**src/hw/rtl/mvmp_pkg.sv**
```systemverilog
// Package for the motion vector median predictor.
// Holds request codes, block numbers and the neighbor status struct.
// No dependencies.
`default_nettype none

package mvmp_pkg;

  localparam logic REQ_STORE   = 1'b0;
  localparam logic REQ_PREDICT = 1'b1;

  localparam logic [1:0] BLK_0 = 2'd0;
  localparam logic [1:0] BLK_1 = 2'd1;
  localparam logic [1:0] BLK_2 = 2'd2;
  localparam logic [1:0] BLK_3 = 2'd3;

  localparam int unsigned CFG_BITS = 8;
  localparam logic [CFG_BITS-1:0] MB_COLUMNS_RESET = 8'd128;

  // Status of one predict request captured next to the RAM read data.
  typedef struct packed {
    logic       first_row;
    logic [1:0] blk;
    logic       ok0;
    logic       ok1;
    logic       ok2a;
    logic       ok2b;
    logic       ok3;
  } nbr_t;

endpackage

`default_nettype wire

```
**src/hw/rtl/mvmp_median.sv**
```systemverilog
// Neighbor selection and median of three for one predict request.
// Depends on mvmp_pkg for block numbers and the neighbor status struct.
`default_nettype none

module mvmp_median #(
  parameter int unsigned VECTOR_BITS = 12
) (
  input  wire mvmp_pkg::nbr_t                 nbr_i,
  input  wire logic signed [VECTOR_BITS-1:0]  d0_i,
  input  wire logic signed [VECTOR_BITS-1:0]  d1_i,
  input  wire logic signed [VECTOR_BITS-1:0]  d2a_i,
  input  wire logic signed [VECTOR_BITS-1:0]  d2b_i,
  input  wire logic signed [VECTOR_BITS-1:0]  d3_i,
  output logic signed [VECTOR_BITS-1:0]       pred_o
);

  logic signed [VECTOR_BITS-1:0] m0, m1, m2a, m2b, m3;
  logic signed [VECTOR_BITS-1:0] p1, p2, p3;
  logic signed [VECTOR_BITS-1:0] max_ab, max_bc, max_ac, min_r, med;

  // Neighbors outside the picture or the store read as zero.
  assign m0  = nbr_i.ok0  ? d0_i  : '0;
  assign m1  = nbr_i.ok1  ? d1_i  : '0;
  assign m2a = nbr_i.ok2a ? d2a_i : '0;
  assign m2b = nbr_i.ok2b ? d2b_i : '0;
  assign m3  = nbr_i.ok3  ? d3_i  : '0;

  always_comb begin
    unique case (nbr_i.blk)
      mvmp_pkg::BLK_0: begin
        p1 = m1;
        p2 = m2a;
        p3 = m2b;
      end
      mvmp_pkg::BLK_1: begin
        p1 = m0;
        p2 = m3;
        p3 = m2b;
      end
      mvmp_pkg::BLK_2: begin
        p1 = m3;
        p2 = m0;
        p3 = m1;
      end
      default: begin
        p1 = m2a;
        p2 = m0;
        p3 = m1;
      end
    endcase
  end

  assign max_ab = (p1 > p2) ? p1 : p2;
  assign max_bc = (p2 > p3) ? p2 : p3;
  assign max_ac = (p1 > p3) ? p1 : p3;
  assign min_r  = (max_bc < max_ac) ? max_bc : max_ac;
  assign med    = (max_ab < min_r) ? max_ab : min_r;

  always_comb begin
    priority if (nbr_i.first_row && nbr_i.blk == mvmp_pkg::BLK_0) begin
      pred_o = m1;
    end else if (nbr_i.first_row && nbr_i.blk == mvmp_pkg::BLK_1) begin
      pred_o = m0;
    end else begin
      pred_o = med;
    end
  end

endmodule

`default_nettype wire

```
**config.mk**
```make
export PLATFORM = sky130hd
export DESIGN_NAME = mvmp_median
export DESIGN_NICKNAME = d
export VERILOG_FILES = /design/src/hw/rtl/mvmp_pkg.sv /design/src/hw/rtl/mvmp_median.sv
export SDC_FILE = /design/constraint.sdc
export NUM_CORES = 1
export LEC_CHECK = 0
export ABC_AREA = 1
export BUFFER_PORTS_ARGS = -buffer_cell sky130_fd_sc_hd__buf_4
export CORE_ASPECT_RATIO = 1.5
export CORE_UTILIZATION = 50
export DETAILED_ROUTE_END_ITERATION = 10
export GPL_ROUTABILITY_DRIVEN = 1
export PLACE_DENSITY_LB_ADDON = 0.1
export SETUP_SLACK_MARGIN = 0.05
export SYNTH_ARGS = -nofsm -noshare
export SYNTH_HDL_FRONTEND = slang
export SYNTH_SLANG_ARGS = --single-unit
```
**constraint.sdc**
```tcl
create_clock -name vclk -period 8
set_clock_uncertainty 0.15 [all_clocks]
set_input_delay 0 -clock vclk [all_inputs]
set_output_delay 0 -clock vclk [all_outputs]
set_load 0.05 [all_outputs]
```
==> results.toml, run 1 <==
[outcome]
status = "finished clean"

[synthesis]
seq_area_frac_synth_pct = 0
syn-cell-area_um2 = 3720
synthCells = 659
ys_types = 45
avgSynthCellArea_um2 = 5.64
syn_nets = 783
ys_warn_count = 0

[detailed_routing]
wl_um = 15100
detail_route.wl_per_cell_um = 18.4
vias = 4706
drc = 0
drt_iter0_markers = 424
vias_per_cell = 5.75
antenna_left = 0
dr.pass1.iters = 5

[place]
gp_congestion = 1.03
place_ws_ps = 739
dp_hpwl_um = 12800
port_buffers = 80

[global_routing]
grt_pass1_wl_um = 22900
grt-ovfl-total = 0
grtUsageMet2_pct = 68.6
track_usage_pct = 38.5
global_route.usage.met1_pct = 42.8
antenna_found_initial = 0
grt.met3_usage_pct = 3.93
grt_max_degree = 22
grt_pass1_vias = 4408
gr-max-usage-layer = "met2"

[timing]
finalSetupViolCount = 0
fin_crit_sh_pct = 89.8
slew_headroom_pct = 44.1
rsz0062_at_grt = "false"
fmax_mhz = 139
tightest_slew_ps = 835
finalSetupTns_ps = 0
layout_setup_ws_ps = 818
slew_violations = 0
hold_viol_final = 0
period_minus_slack_ps = 7180

[layout]
nClkBuffers = 0
fin_util_pct = 59.7
n_antenna_cell = 0
regArea_um2 = 0
fillerInstances = 766
layout.nets = 845
area_delta_synth_final_pct = 16.1
drive_gt1_share_pct = 19.9
seq_cell_count = 0

[power_and_ir_drop]
leakage_nw = 2.47
p_per_area_nw_per_um2 = 377
vdd_drop_max_v = 0.000297

[die]
die_area_um2 = 7790
die_x_um = 72.4
core-area_um2 = 7230
pin_count = 80
initial_utilization_pct = 51.5
rows = 38
chipHeight_um = 108

[setup_path]
cp_common_cell = "nand2_1"
path_class = "primary input to output port"
cp_slowest_cell = "a21oi_1"
path_buf_inv = 7
path_delay_family = "simple AND/OR/NAND/NOR gates"
cp.required_ps = 7850
startpoint_type = "primary input"
critPathMaxFanout = 21
crit_arrival_ps = 7030
cpPeakStageDelay_ps = 480
endpoint_kind = "output port"

[clock_tree]
post_cts_buffers = 0
cts_resized = 0
postCtsHoldBufs = 0

[flow_run]
max_cap_violations = 0

[worst_hold_path]
min-delay-path-class = "primary input to output port"
-- final timing paths --
check	to	slack [ps]	startpoint	depth (start not counted)
setup / recovery	pred_o[5]	820	nbr_i[6]	36
hold / removal	pred_o[6]	280	d1_i[6]	4
-- tightest hold or removal path: cells and delay by family --
family                 cells  cell delay, ps
AND/OR/NAND/NOR            2             150
buffers and inverters      2             290
-- layout make-up --
class	count	area (µm²)	share of cell area (%)
timing repair buffer	85	638	14.8
tap	100	125	2.90
multi-input combinational	532	3160	73.3
inverter	102	390	9.04
-- power breakdown --
group / switching [mW] / internal, mW
Clock: 0 / 0
Sequential: 0 / 0
Combinational: 1.12 / 0.509
-- cell families after synthesis --
family,share of synthesized area [%]
AND/OR/NAND/NOR,42.7
XOR/XNOR,0.236
adder cells (fa/ha/maj),18.8
AO/OA/AOI/OAI,23.2
buffers and inverters,15.0
-- routing by layer --
metal  share of wire (%)  vias up
met2                  49      241
met5                   0        -
met4                 7.4        0
li1                    -     2322
met1                  37     2074
met3                 6.8       69
-- cells in the mapped netlist (6+ instances only) --
library cell  number  area share [%]
nand4_1           14             2.4
ha_1              56              19
a21oi_2            6             1.4
nand3_2           25             6.7
nor2_1            27             2.7
nand2_2            7             1.2
a221oi_1           7             1.6
clkbuf_1           9            0.91
nand2_1          214              22
o21a_1             7             1.4
nand3_1           29             3.9
buf_6              6             1.8
a21oi_1           34             4.6
a22oi_1            6             1.2
o21ai_0           54             7.3
inv_1             93             9.4
-- stage by stage --
step	power, mW	hold slack, ps	instance area, µm²	std cells
6_report	1.63	283	4320	819
5_1_grt	1.77	293	4320	819
4_1_cts	1.60	277	4310	819
3_5_place_dp	1.60	277	4310	819
3_3_place_gp	1.57	273	4310	819
2_1_floorplan	1.27	129	3720	659
-- placed cells by master, fill, tap and decap left out, types with 2 or more instances in the layout --
cell      Yosys  final
nand3_1      29     28
inv_2         4      4
buf_4         2     85
a21oi_1      34     34
nand3b_1      3      3
o21ai_1       2      2
o22ai_1       5      5
nand2_1     214    214
o21ai_0      54     54
inv_4         3      3
a21o_1        2      2
o21a_1        7      7
nand3_2      25     26
o221ai_1      5      5
nor2_1       27     27
a211oi_1      4      4
a221oi_1      7      7
ha_1         56     56
a22oi_1       6      6
o211ai_1      2      2
nor3_1        3      3
inv_1        93     93
a21oi_2       6      6
nand2_2       7      7
a31oi_1       4      4
nand2_4       3      3
clkinv_1      2      2
nor2_2        2      2
nand4_1      14     14
Power figures use the tool's default switching activity.
==> run 2: changes to the inputs <==
- CORE_MARGIN: default -> 5
==> run 2 against run 1 <==
  * Die area grew 19%
  * Cell count is 0.12% lower
  * Global-route usage shrank 5.5 points
  * Combinational power hardly changed
  * Critical path depth up 3
  * First-iteration DRC count up 18%
  * Worst setup slack lost 45 ps
  * Via count increased by 2.4%
  * Fmax down 0.63%
  * Total power is 0.62% higher
  * Clock-buffer cell count unchanged
  * Non-clock buffer count decreased by 1
==> results.toml, run 2 (same netlist as run 1, synthesis figures left out) <==
[place]
placed_cells = 818
dp_hpwl_um = 12800
gp_congestion = 1.09
port_buffers = 80

[detailed_routing]
detail_route.wl_per_cell_um = 18.8
drt_iter0_markers = 499
antenna_left = 0
dr.pass1.iters = 5
vias = 4820
vias_per_cell = 5.89
wl_um = 15300
drc = 0

[setup_path]
crit_arrival_ps = 7080
startpoint_type = "primary input"
critPathMaxFanout = 21
cp_slowest_cell = "nor2_4"
endpoint_kind = "output port"
cp.required_ps = 7850
cp_common_cell = "nand2_1"
path_class = "primary input to output port"
cpPeakStageDelay_ps = 430

[die]
chipHeight_um = 116
pin_count = 80
die_area_um2 = 9300
initial_utilization_pct = 51.5
rows = 38
core-area_um2 = 7230
die_x_um = 80.4

[timing]
slew_violations = 0
finalSetupTns_ps = 0
finalSetupViolCount = 0
slew_headroom_pct = 41.1
fin_crit_sh_pct = 90.3
rsz0062_at_grt = "false"
tightest_slew_ps = 880
period_minus_slack_ps = 7230
fmax_mhz = 138
hold_viol_final = 0

[global_routing]
antenna_found_initial = 0
grt_max_degree = 22
track_usage_pct = 33.0
grt_pass1_wl_um = 23900
grt-ovfl-total = 0
grt_pass1_vias = 4621

[power_and_ir_drop]
p_per_area_nw_per_um2 = 380
vdd_drop_max_v = 0.000305
leakage_nw = 2.47

[layout]
seq_cell_count = 0
layout_commonest_cell = "nand2_1"
fillerInstances = 741
nClkBuffers = 0
area_delta_synth_final_pct = 15.9
n_antenna_cell = 0
drive_gt1_share_pct = 19.8
layoutNonFillerInstCount = 818
final_cell_mix = "nand2_1, inv_1, buf_4, ha_1, o21ai_0"
layout.nets = 844
regArea_um2 = 0

[worst_hold_path]
min-delay-path-class = "primary input to output port"

[clock_tree]
postCtsHoldBufs = 0
post_cts_buffers = 0

[flow_run]
max_cap_violations = 0

[outcome]
status = "finished clean"
run 2: cell types whose count changed in the layout (fill, tap and decap cells not counted), sizes merged:
cell  delta
buf      -1
run 2: path summary, 6_finish.rpt:
kind	slack, ps	from	end	cells after the start
worst max-delay path	770	nbr_i[6]	pred_o[10]	39
worst min-delay path	250	d1_i[6]	pred_o[6]	4
run 2: critical path, delay by kind of cell:
family | cells | cell delay, ps
buf+inv | 7 | 940
compound gates | 7 | 1950
simple gates | 22 | 3130
fa+ha+maj | 3 | 1020
run 2: final cells by class:
type | count | area, µm² | area share, %
multi-input combinational | 532 | 3160 | 73.4
tap | 100 | 125 | 2.90
inverter | 102 | 390 | 9.06
timing repair buffer | 84 | 631 | 14.6
run 2: repair_timing:
action | 4_1_cts | 5_1_grt
gates resized for setup | 0 | 1
endpoints found under the setup margin | 0 | 11
endpoints found under the hold margin | 0 | 0
run 2: per-stage QoR:
| stage | hold slack [ps] | area (µm²) | setup slack (ps) | util (%) | power [mW] |
|---|---|---|---|---|---|
| 2_1_floorplan | 129 | 3720 | 2140 | - | 1.27 |
| 3_3_place_gp | 255 | 4310 | 837 | 59.6 | 1.58 |
| 3_5_place_dp | 249 | 4310 | 757 | 59.6 | 1.61 |
| 4_1_cts | 250 | 4310 | 738 | 59.6 | 1.61 |
| 5_1_grt | 293 | 4310 | 89.5 | 59.6 | 1.78 |
| 6_report | 249 | 4310 | 773 | 59.6 | 1.64 |
run 2: routing by layer:
| layer | wire length, µm | track usage [%] | up-vias |
|---|---|---|---|
| li1 | - | - | 2322 |
| met1 | 5640 | 38.4 | 2129 |
| met2 | 7350 | 59.1 | 302 |
| met3 | 1360 | 3.50 | 67 |
| met4 | 987 | 16.6 | 0 |
| met5 | 0 | 0 | - |
run 2: power breakdown:
| part | switching (mW) | total (mW) | leakage [nW] | internal [mW] |
|---|---|---|---|---|
| clock network | 0 | 0 | 0 | 0 |
| logic | 1.13 | 1.64 | 2.47 | 0.508 |
| registers | 0 | 0 | 0 | 0 |
| total | 1.13 | 1.64 | 2.47 | 0.508 |
